==> config.mk <==
export PLATFORM = sky130hd
export DESIGN_NAME = window_mean_stddev_rms_top
export DESIGN_NICKNAME = d
export VERILOG_FILES = /design/src/hdl/wmsr_pkg.sv /design/src/hdl/window_mean_stddev_rms_top.sv /design/src/hdl/wmsr_front.sv /design/src/hdl/wmsr_fifo.sv /design/src/hdl/wmsr_back.sv
export SDC_FILE = /design/constraint.sdc
export NUM_CORES = 2
export LEC_CHECK = 0
export BUFFER_PORTS_ARGS = -buffer_cell sky130_fd_sc_hd__buf_4
export CORE_UTILIZATION = 45
export DETAILED_ROUTE_END_ITERATION = 10
export PLACE_DENSITY = 0.64
export SLEW_MARGIN = 5
export SYNTH_ARGS = -nofsm -noshare
export SYNTH_HDL_FRONTEND = slang
export SYNTH_SLANG_ARGS = --single-unit
==> constraint.sdc <==
create_clock -name clk_i -period 18.13 [get_ports clk_i]
set_input_delay 1.813 -clock clk_i [delete_from_list [all_inputs] [get_ports clk_i]]
set_output_delay 1.813 -clock clk_i [all_outputs]
set_load 0.05 [all_outputs]
==> src/hdl/wmsr_pkg.sv <==
// Shared types and constants for the window mean / stddev / RMS block.
package wmsr_pkg;

  localparam int unsigned CountBits  = 11;
  localparam int unsigned SampleBits = 16;
  localparam int unsigned FracBits   = 8;
  localparam int unsigned SumBits    = 26;
  localparam int unsigned SqBits     = 41;
  localparam int unsigned OutBits    = 24;

  localparam logic [1:0] ModePush        = 2'd0;
  localparam logic [1:0] ModeReport      = 2'd1;
  localparam logic [1:0] ModeReportClear = 2'd2;

  // Window contents captured at a report.
  typedef struct packed {
    logic [CountBits-1:0]     count;
    logic                     full;
    logic signed [SumBits-1:0] sum;
    logic [SqBits-1:0]        sumsq;
  } snap_t;

endpackage

==> src/hdl/window_mean_stddev_rms_top.sv <==
// Top level of the window mean / standard deviation / RMS accumulator.
//
//  channel   direction  handshake                 payload
//  in        input      in_valid_i / in_stall_o   mode_i, sample_i
//  out       output     out_valid_o / out_stall_i count_o, full_res_o, mean_value_o,
//                                                 std_deviation_o, rms_value_o
//  config    input      window_capacity_we_i      window_capacity_i
//
// A push updates the running sums; pushes never stall. A report is queued
// (two entries) and worked in the back end: a 1-bit-per-cycle divider runs
// twice over 57 bits, one multiply, then a 1-bit-per-cycle square root runs
// twice over 24 bits. A report stalls only while the queue is full. Reset
// clears the window and sets the capacity to 1024.
module window_mean_stddev_rms_top #(
  parameter int unsigned CAPACITY = 1024
) (
  input  logic                            clk_i,
  input  logic                            rst_ni,
  input  logic                            in_valid_i,
  output logic                            in_stall_o,
  input  logic [1:0]                      mode_i,
  input  logic signed [wmsr_pkg::SampleBits-1:0] sample_i,
  output logic                            out_valid_o,
  input  logic                            out_stall_i,
  output logic [wmsr_pkg::CountBits-1:0]  count_o,
  output logic                            full_res_o,
  output logic signed [wmsr_pkg::OutBits-1:0] mean_value_o,
  output logic [wmsr_pkg::OutBits-1:0]    std_deviation_o,
  output logic [wmsr_pkg::OutBits-1:0]    rms_value_o,
  input  logic                            window_capacity_we_i,
  input  logic [wmsr_pkg::CountBits-1:0]  window_capacity_i
);
  import wmsr_pkg::*;

  logic  q_full, q_push, q_pop, q_valid;
  snap_t q_wdata, q_rdata;

  wmsr_front #(.CAPACITY(CAPACITY)) u_front (
    .clk_i, .rst_ni, .in_valid_i, .in_stall_o, .mode_i, .sample_i,
    .window_capacity_we_i, .window_capacity_i,
    .q_full_i (q_full),
    .q_push_o (q_push),
    .q_data_o (q_wdata)
  );

  wmsr_fifo u_fifo (
    .clk_i, .rst_ni,
    .push_i  (q_push),
    .data_i  (q_wdata),
    .full_o  (q_full),
    .pop_i   (q_pop),
    .valid_o (q_valid),
    .data_o  (q_rdata)
  );

  wmsr_back u_back (
    .clk_i, .rst_ni,
    .q_valid_i (q_valid),
    .q_data_i  (q_rdata),
    .q_pop_o   (q_pop),
    .out_valid_o, .out_stall_i, .count_o, .full_res_o,
    .mean_value_o, .std_deviation_o, .rms_value_o
  );

endmodule

==> src/hdl/wmsr_front.sv <==
// Front end: accepts items, keeps the running sums, queues report snapshots.
module wmsr_front #(
  parameter int unsigned CAPACITY = 1024
) (
  input  logic                            clk_i,
  input  logic                            rst_ni,
  input  logic                            in_valid_i,
  output logic                            in_stall_o,
  input  logic [1:0]                      mode_i,
  input  logic signed [wmsr_pkg::SampleBits-1:0] sample_i,
  input  logic                            window_capacity_we_i,
  input  logic [wmsr_pkg::CountBits-1:0]  window_capacity_i,
  input  logic                            q_full_i,
  output logic                            q_push_o,
  output wmsr_pkg::snap_t                 q_data_o
);
  import wmsr_pkg::*;

  localparam logic [16:0] CapLimit = 17'(CAPACITY);

  logic [CountBits-1:0]     cap_q;
  logic [CountBits-1:0]     count_q, count_d;
  logic signed [SumBits-1:0] sum_q, sum_d;
  logic [SqBits-1:0]        sumsq_q, sumsq_d;
  logic [CountBits-1:0]     eff_cap;
  logic                     is_report;
  logic                     accept;
  logic signed [2*SampleBits-1:0] square;

  always_comb begin
    if (cap_q == '0) begin
      eff_cap = CountBits'(1);
    end else if ({6'b0, cap_q} > CapLimit) begin
      eff_cap = CountBits'(CAPACITY);
    end else begin
      eff_cap = cap_q;
    end
  end

  assign is_report  = (mode_i == ModeReport) || (mode_i == ModeReportClear);
  // Hold reports while the queue is full; pushes always go through.
  assign in_stall_o = q_full_i && is_report;
  assign accept     = in_valid_i && !in_stall_o;
  assign square     = sample_i * sample_i;

  always_comb begin
    count_d = count_q;
    sum_d   = sum_q;
    sumsq_d = sumsq_q;
    if (accept) begin
      case (mode_i)
        ModePush: begin
          if (count_q < eff_cap) begin
            count_d = count_q + CountBits'(1);
            sum_d   = sum_q + SumBits'(sample_i);
            sumsq_d = sumsq_q + SqBits'($unsigned(square));
          end
        end
        ModeReportClear: begin
          count_d = '0;
          sum_d   = '0;
          sumsq_d = '0;
        end
        default: ;
      endcase
    end
  end

  assign q_push_o       = accept && is_report;
  assign q_data_o.count = count_q;
  assign q_data_o.full  = (count_q >= eff_cap);
  assign q_data_o.sum   = sum_q;
  assign q_data_o.sumsq = sumsq_q;

  always_ff @(posedge clk_i or negedge rst_ni) begin
    if (!rst_ni) begin
      cap_q   <= CountBits'(1024);
      count_q <= '0;
      sum_q   <= '0;
      sumsq_q <= '0;
    end else begin
      if (window_capacity_we_i) begin
        cap_q <= window_capacity_i;
      end
      count_q <= count_d;
      sum_q   <= sum_d;
      sumsq_q <= sumsq_d;
    end
  end

  a_count_cap: assert property (@(posedge clk_i) disable iff (!rst_ni)
    ({6'b0, count_q} <= CapLimit))
    else $error("sample count above capacity");

endmodule

==> src/hdl/wmsr_fifo.sv <==
// Two-entry queue of report snapshots between front and back.
module wmsr_fifo (
  input  logic            clk_i,
  input  logic            rst_ni,
  input  logic            push_i,
  input  wmsr_pkg::snap_t data_i,
  output logic            full_o,
  input  logic            pop_i,
  output logic            valid_o,
  output wmsr_pkg::snap_t data_o
);
  import wmsr_pkg::*;

  snap_t      mem_q [2];
  logic       wr_q, rd_q;
  logic [1:0] fill_q;

  assign full_o  = (fill_q == 2'd2);
  assign valid_o = (fill_q != 2'd0);
  assign data_o  = mem_q[rd_q];

  always_ff @(posedge clk_i) begin
    if (push_i) begin
      mem_q[wr_q] <= data_i;
    end
  end

  always_ff @(posedge clk_i or negedge rst_ni) begin
    if (!rst_ni) begin
      wr_q   <= 1'b0;
      rd_q   <= 1'b0;
      fill_q <= 2'd0;
    end else begin
      if (push_i) wr_q <= !wr_q;
      if (pop_i)  rd_q <= !rd_q;
      fill_q <= fill_q + 2'(push_i) - 2'(pop_i);
    end
  end

  a_no_overflow: assert property (@(posedge clk_i) disable iff (!rst_ni)
    push_i |-> !full_o)
    else $error("push into full queue");

  a_no_underflow: assert property (@(posedge clk_i) disable iff (!rst_ni)
    pop_i |-> valid_o)
    else $error("pop from empty queue");

endmodule

==> src/hdl/wmsr_back.sv <==
// Back end: serial divider, multiplier and square root that turn a snapshot into a result.
module wmsr_back (
  input  logic                          clk_i,
  input  logic                          rst_ni,
  input  logic                          q_valid_i,
  input  wmsr_pkg::snap_t               q_data_i,
  output logic                          q_pop_o,
  output logic                          out_valid_o,
  input  logic                          out_stall_i,
  output logic [wmsr_pkg::CountBits-1:0] count_o,
  output logic                          full_res_o,
  output logic signed [wmsr_pkg::OutBits-1:0] mean_value_o,
  output logic [wmsr_pkg::OutBits-1:0]  std_deviation_o,
  output logic [wmsr_pkg::OutBits-1:0]  rms_value_o
);
  import wmsr_pkg::*;

  localparam int unsigned DvdBits = SqBits + 2*FracBits;   // 57
  localparam int unsigned RadBits = 2*OutBits;             // 48

  localparam logic [2:0] StIdle = 3'd0;
  localparam logic [2:0] StDiv  = 3'd1;
  localparam logic [2:0] StMul  = 3'd2;
  localparam logic [2:0] StVar  = 3'd3;
  localparam logic [2:0] StSqrt = 3'd4;
  localparam logic [2:0] StDone = 3'd5;

  logic [2:0]               state_q;
  logic                     phase_q;   // divide: mean/mean square; root: stddev/rms
  logic [5:0]               step_q;
  snap_t                    snap_q;
  logic [DvdBits-1:0]       dvd_q;
  logic [CountBits-1:0]     rem_q;
  logic [OutBits-1:0]       amean_q;
  logic signed [OutBits-1:0] mean_q;
  logic [RadBits-1:0]       ms_q, msq_q, rad_q;
  logic [OutBits-1:0]       root_q, sd_q;
  logic [OutBits+1:0]       srem_q;
  logic                     out_valid_q;

  // Divider step
  logic [CountBits:0]   dtry;
  logic                 dge;
  logic [CountBits-1:0] rem_n;
  // Root step
  logic [OutBits+3:0]   strial, stry;
  logic                 sge;
  // Mean correction
  logic [SumBits-1:0]   abs_sum;
  logic [OutBits-1:0]   amean_n;

  assign dtry  = {rem_q, dvd_q[DvdBits-1]};
  assign dge   = dtry >= {1'b0, snap_q.count};
  assign rem_n = dge ? CountBits'(dtry - {1'b0, snap_q.count}) : dtry[CountBits-1:0];

  assign stry   = {srem_q, rad_q[RadBits-1 -: 2]};
  assign strial = {2'b00, root_q, 2'b01};
  assign sge    = stry >= strial;

  assign abs_sum = q_data_i.sum[SumBits-1] ? SumBits'(-q_data_i.sum)
                                           : SumBits'(q_data_i.sum);
  // Floor toward minus infinity: bump the magnitude of a negative inexact quotient.
  assign amean_n = {dvd_q[OutBits-2:0], dge}
                 + OutBits'(snap_q.sum[SumBits-1] && (rem_n != '0));

  assign q_pop_o     = (state_q == StIdle) && q_valid_i;
  assign out_valid_o = out_valid_q;

  always_ff @(posedge clk_i or negedge rst_ni) begin
    if (!rst_ni) begin
      state_q     <= StIdle;
      phase_q     <= 1'b0;
      step_q      <= '0;
      out_valid_q <= 1'b0;
    end else begin
      if (out_valid_q && !out_stall_i && (state_q != StDone)) begin
        out_valid_q <= 1'b0;
      end
      case (state_q)
        StIdle: begin
          if (q_valid_i) begin
            phase_q <= 1'b0;
            step_q  <= 6'(DvdBits - 1);
            state_q <= (q_data_i.count == '0) ? StDone : StDiv;
          end
        end
        StDiv: begin
          if (step_q == '0) begin
            step_q <= 6'(DvdBits - 1);
            if (phase_q) begin
              state_q <= StMul;
            end
            phase_q <= !phase_q;
          end else begin
            step_q <= step_q - 6'd1;
          end
        end
        StMul: state_q <= StVar;
        StVar: begin
          phase_q <= 1'b0;
          step_q  <= 6'(OutBits - 1);
          state_q <= StSqrt;
        end
        StSqrt: begin
          if (step_q == '0) begin
            step_q  <= 6'(OutBits - 1);
            phase_q <= 1'b1;
            if (phase_q) begin
              state_q <= StDone;
            end
          end else begin
            step_q <= step_q - 6'd1;
          end
        end
        StDone: begin
          if (!out_valid_q || !out_stall_i) begin
            out_valid_q <= 1'b1;
            state_q     <= StIdle;
          end
        end
        default: state_q <= StIdle;
      endcase
    end
  end

  always_ff @(posedge clk_i) begin
    case (state_q)
      StIdle: begin
        if (q_valid_i) begin
          snap_q  <= q_data_i;
          dvd_q   <= DvdBits'({abs_sum, {FracBits{1'b0}}});
          rem_q   <= '0;
          amean_q <= '0;
          mean_q  <= '0;
          sd_q    <= '0;
          root_q  <= '0;
        end
      end
      StDiv: begin
        if (step_q == '0) begin
          if (!phase_q) begin
            amean_q <= amean_n;
            mean_q  <= snap_q.sum[SumBits-1] ? OutBits'(-amean_n) : amean_n;
            dvd_q   <= {snap_q.sumsq, {(2*FracBits){1'b0}}};
            rem_q   <= '0;
          end else begin
            ms_q <= RadBits'({dvd_q[DvdBits-2:0], dge});
          end
        end else begin
          dvd_q <= {dvd_q[DvdBits-2:0], dge};
          rem_q <= rem_n;
        end
      end
      StMul: msq_q <= amean_q * amean_q;
      StVar: begin
        rad_q  <= (ms_q > msq_q) ? (ms_q - msq_q) : '0;
        root_q <= '0;
        srem_q <= '0;
      end
      StSqrt: begin
        if (step_q == '0 && !phase_q) begin
          sd_q   <= {root_q[OutBits-2:0], sge};
          rad_q  <= ms_q;
          root_q <= '0;
          srem_q <= '0;
        end else begin
          root_q <= {root_q[OutBits-2:0], sge};
          srem_q <= sge ? (OutBits+2)'(stry - strial) : stry[OutBits+1:0];
          rad_q  <= {rad_q[RadBits-3:0], 2'b00};
        end
      end
      StDone: begin
        if (!out_valid_q || !out_stall_i) begin
          count_o         <= snap_q.count;
          full_res_o      <= snap_q.full;
          mean_value_o    <= mean_q;
          std_deviation_o <= sd_q;
          rms_value_o     <= root_q;
        end
      end
      default: ;
    endcase
  end

  a_div_nonzero: assert property (@(posedge clk_i) disable iff (!rst_ni)
    (state_q == StDiv) |-> (snap_q.count != '0))
    else $error("divide by empty count");

  a_pop_only_idle: assert property (@(posedge clk_i) disable iff (!rst_ni)
    q_pop_o |=> (state_q != StIdle))
    else $error("snapshot taken without starting work");

endmodule

==> metrics.log <==
INFO  metric grt_pass1_wl = roughly 220000 um
INFO  metric cp_class = primary input to register
INFO  metric cp_data_required_time = 18640 ps
INFO  metric nFillCells = roughly 12000
INFO  metric coreArea = approximately 130000 sq um
INFO  metric yosys.cell_types.count = between 80 and 90
INFO  metric antenna_found_initial = 0
INFO  metric synth-async-reset-ratio = 0.1421
INFO  metric seq_area_frac_synth = 0.3567
INFO  metric worstPathMaxFanout = 32
INFO  metric number_of_core_rows = around 130
INFO  metric run_status = finished, final reports clean
INFO  metric yosysWarnings = 0
INFO  metric critical-path-top-cell-by-count = sky130_fd_sc_hd__fa_1
INFO  metric clock_sinks = around 730
INFO  metric worst_path_max_delay_cell = sky130_fd_sc_hd__fa_1
INFO  metric cts.root.buffer_cell = sky130_fd_sc_hd__clkbuf_16
INFO  metric post_drt_wl_per_cell = approximately 18 um
INFO  metric dr_total_vias = 39237
INFO  metric mostFrequentLayoutCells = sky130_fd_sc_hd__inv_1 (1003), sky130_fd_sc_hd__fa_1 (662), sky130_fd_sc_hd__edfxtp_1 (628)
INFO  metric synthToLayoutAreaGrowth = 9.057%
INFO  metric synth_nets = around 6700
INFO  metric rsz0062_at_grt = false
INFO  metric seqCellArea = around 21000 sq um
INFO  metric viasPerCell = between 5 and 6
INFO  metric die_area = 135200 sq um
INFO  metric timing.final.setup_violations = 0
INFO  metric cts_resized = 0
INFO  metric fin_skew = approximately 35 ps
INFO  metric post_cts.repair.setup_buffers = 0
INFO  metric tightestPinTransition = around 1300 ps
INFO  metric syn-instance-count = about 5600
INFO  metric syn_area = around 60000 sq um
INFO  metric crit_arrival = 9950 ps
INFO  metric final_antenna_net_count = 0
INFO  metric ioPinCount = 120
INFO  metric finalWorstPathRequiredPeriod = between 9000 and 10000 ps
INFO  metric initialDrtViolationCount = between 2000 and 3000
INFO  metric cts_tree = done
INFO  metric hpwl = approximately 100000 um
INFO  metric synth_enable_flop_cells = 628
INFO  metric insertion_delay = 640 ps
INFO  metric worst_hold_check_path_type = register to register
INFO  metric final_min_period_over_clock_period = 0.5205
INFO  metric hold_slack = 412.5 ps
INFO  metric chipWidth = 367.6 um
INFO  metric fmax = 106.0 MHz
INFO  metric cts_hold_buffers = 0
INFO  metric grt_overflow = 0
INFO  metric nets_final = roughly 6800
INFO  metric initial_core_util = 0.4553
INFO  metric dr.pass1.iters = 8
INFO  metric slowest_cell_delay_on_critical_path = roughly 720 ps
INFO  metric first_global_vias = 40538
INFO  metric multi_input_combinational_cell_area = between 30000 and 40000 sq um
INFO  metric cts_max_level = 3
INFO  metric critical_path.startpoint_type = primary input
INFO  metric fin_tns_setup = 0 ps
INFO  metric ys_dominant_reg_cell = sky130_fd_sc_hd__edfxtp_1
INFO  metric slew-limit-headroom = 0.1458
INFO  metric ys_seq_elements = between 700 and 800
INFO  metric numCtsBuffers = 77
INFO  metric count_of_input_and_output_buffers = approximately 120
INFO  metric final-hold-violation-count = 0
INFO  metric endpoint_kind = register
INFO  metric max_cap_violations = 0
INFO  metric grt_start_max_net_pins = 81
INFO  metric die_h = roughly 370 um
INFO  metric cts_buffer_depth = 3
INFO  metric clk_pin_slew = ~60 ps
INFO  metric final_common_cell = sky130_fd_sc_hd__inv_1
INFO  metric layout.cell_area.non_filler = approximately 66000 sq um
INFO  metric total_routed_length = approximately 130000 um
INFO  metric avgSynthCellArea = 10.80 sq um
INFO  metric layout-drive-gt1-share = 0.07182
INFO  metric globalplace.congestion = about 0.9
INFO  metric finalMaxSlewViolations = 0
INFO  metric drc_violations_left = 0
INFO  metric globalRouteTotalUtil = 0.1998
INFO  metric placed_cell_area = 63040 sq um
cells by family after synthesis:
group | after synthesis | synth area share
simple gates | 1310 | 0.1028
buf+inv | 1190 | 0.07491
fa+ha+maj | 1081 | 0.3074
compound gates | 857 | 0.09564
flops | 732 | 0.3567
xor+xnor | 286 | 0.04163
mux | 117 | 0.02086
flip-flops by register name (all words and copies together) (netlist names), 24 cells and up:
signal                  cells
u_fifo.mem_q              158
u_back.dvd_q               57
u_back.snap_q              54
u_back.ms_q                48
u_back.rad_q               48
u_back.msq_q               47
u_front.sumsq_q            41
u_back.srem_q              26
u_front.sum_q              26
u_back.amean_q             24
u_back.mean_value_o        24
u_back.rms_value_o         24
u_back.root_q              24
u_back.sd_q                24
u_back.std_deviation_o     24
per-stage QoR:
stage                       util  std cells  worst slack (ps)
after floorplan                -       5573              8412
after global placement    0.4771       7320              8247
after detailed placement  0.4771       7320              8077
after CTS                 0.4966       7464              8747
after global routing      0.4966       7464              8024
final                     0.4966       7465              8694
critical path: cells and delay by family:
family / cells / cell delay, ps
XOR/XNOR: 2 / 280
AO/OA/AOI/OAI: 9 / 1840
buffers and inverters: 6 / 1180
AND/OR/NAND/NOR: 5 / 680
adder cells (fa/ha/maj): 8 / 4110
cell usage after synthesis (48+ instances only):
library cell,number,area share
sky130_fd_sc_hd__o21ai_0,159,0.013
sky130_fd_sc_hd__and2_1,216,0.022
sky130_fd_sc_hd__dfrtp_1,103,0.043
sky130_fd_sc_hd__fa_1,662,0.22
sky130_fd_sc_hd__nor3_1,48,0.0040
sky130_fd_sc_hd__inv_1,1005,0.063
sky130_fd_sc_hd__xor2_1,114,0.017
sky130_fd_sc_hd__xnor2_1,172,0.025
sky130_fd_sc_hd__nand2_1,456,0.028
sky130_fd_sc_hd__clkbuf_1,159,0.0099
sky130_fd_sc_hd__nor2_1,314,0.020
sky130_fd_sc_hd__mux2_2,67,0.013
sky130_fd_sc_hd__a21o_1,123,0.015
sky130_fd_sc_hd__ha_1,419,0.087
sky130_fd_sc_hd__mux2i_1,50,0.0083
sky130_fd_sc_hd__a21oi_1,231,0.019
sky130_fd_sc_hd__nand3_1,57,0.0047
sky130_fd_sc_hd__a22o_1,48,0.0070
sky130_fd_sc_hd__edfxtp_1,628,0.31
per-layer routing:
metal | up-vias | wire length [um] | track usage
met3 | 150 | 5485 | 0.01696
met1 | 19540 | 60680 | 0.2820
li1 | 18663 | - | -
met4 | 0 | 2526 | 0.04287
met5 | - | 0 | 0
met2 | 884 | 63450 | 0.3357
cell type report:
| type | count | share of cell area |
|---|---|---|
| tap | 1755 | 0.03347 |
| sequential | 732 | 0.3272 |
| antenna | 1 | 0.00003814 |
| multi-input combinational | 3651 | 0.5227 |
| inverter | 1010 | 0.05778 |
| timing repair buffer | 172 | 0.01968 |
| clock buffer | 97 | 0.03114 |
| clock inverter | 47 | 0.007990 |
worst paths after layout:
check	start	to	slack, ps	cells past startpoint
setup / recovery	sample_i[15]	u_front.sumsq_q[39]	8690	30
hold / removal	u_back.mean_q[7]	u_back.mean_value_o[7]	410	0
setup reg to reg	u_back.amean_q[1]	u_back.msq_q[44]	9650	24
hold reg to reg	u_back.mean_q[7]	u_back.mean_value_o[7]	410	0
max in group asynchronous	rst_ni	u_front.sumsq_q[7]	15700	2
min in group asynchronous	rst_ni	u_fifo.wr_q	1190	1
Power is not shown: default switching activity piles up to over one toggle a cycle in this logic, so the estimate is an artifact.
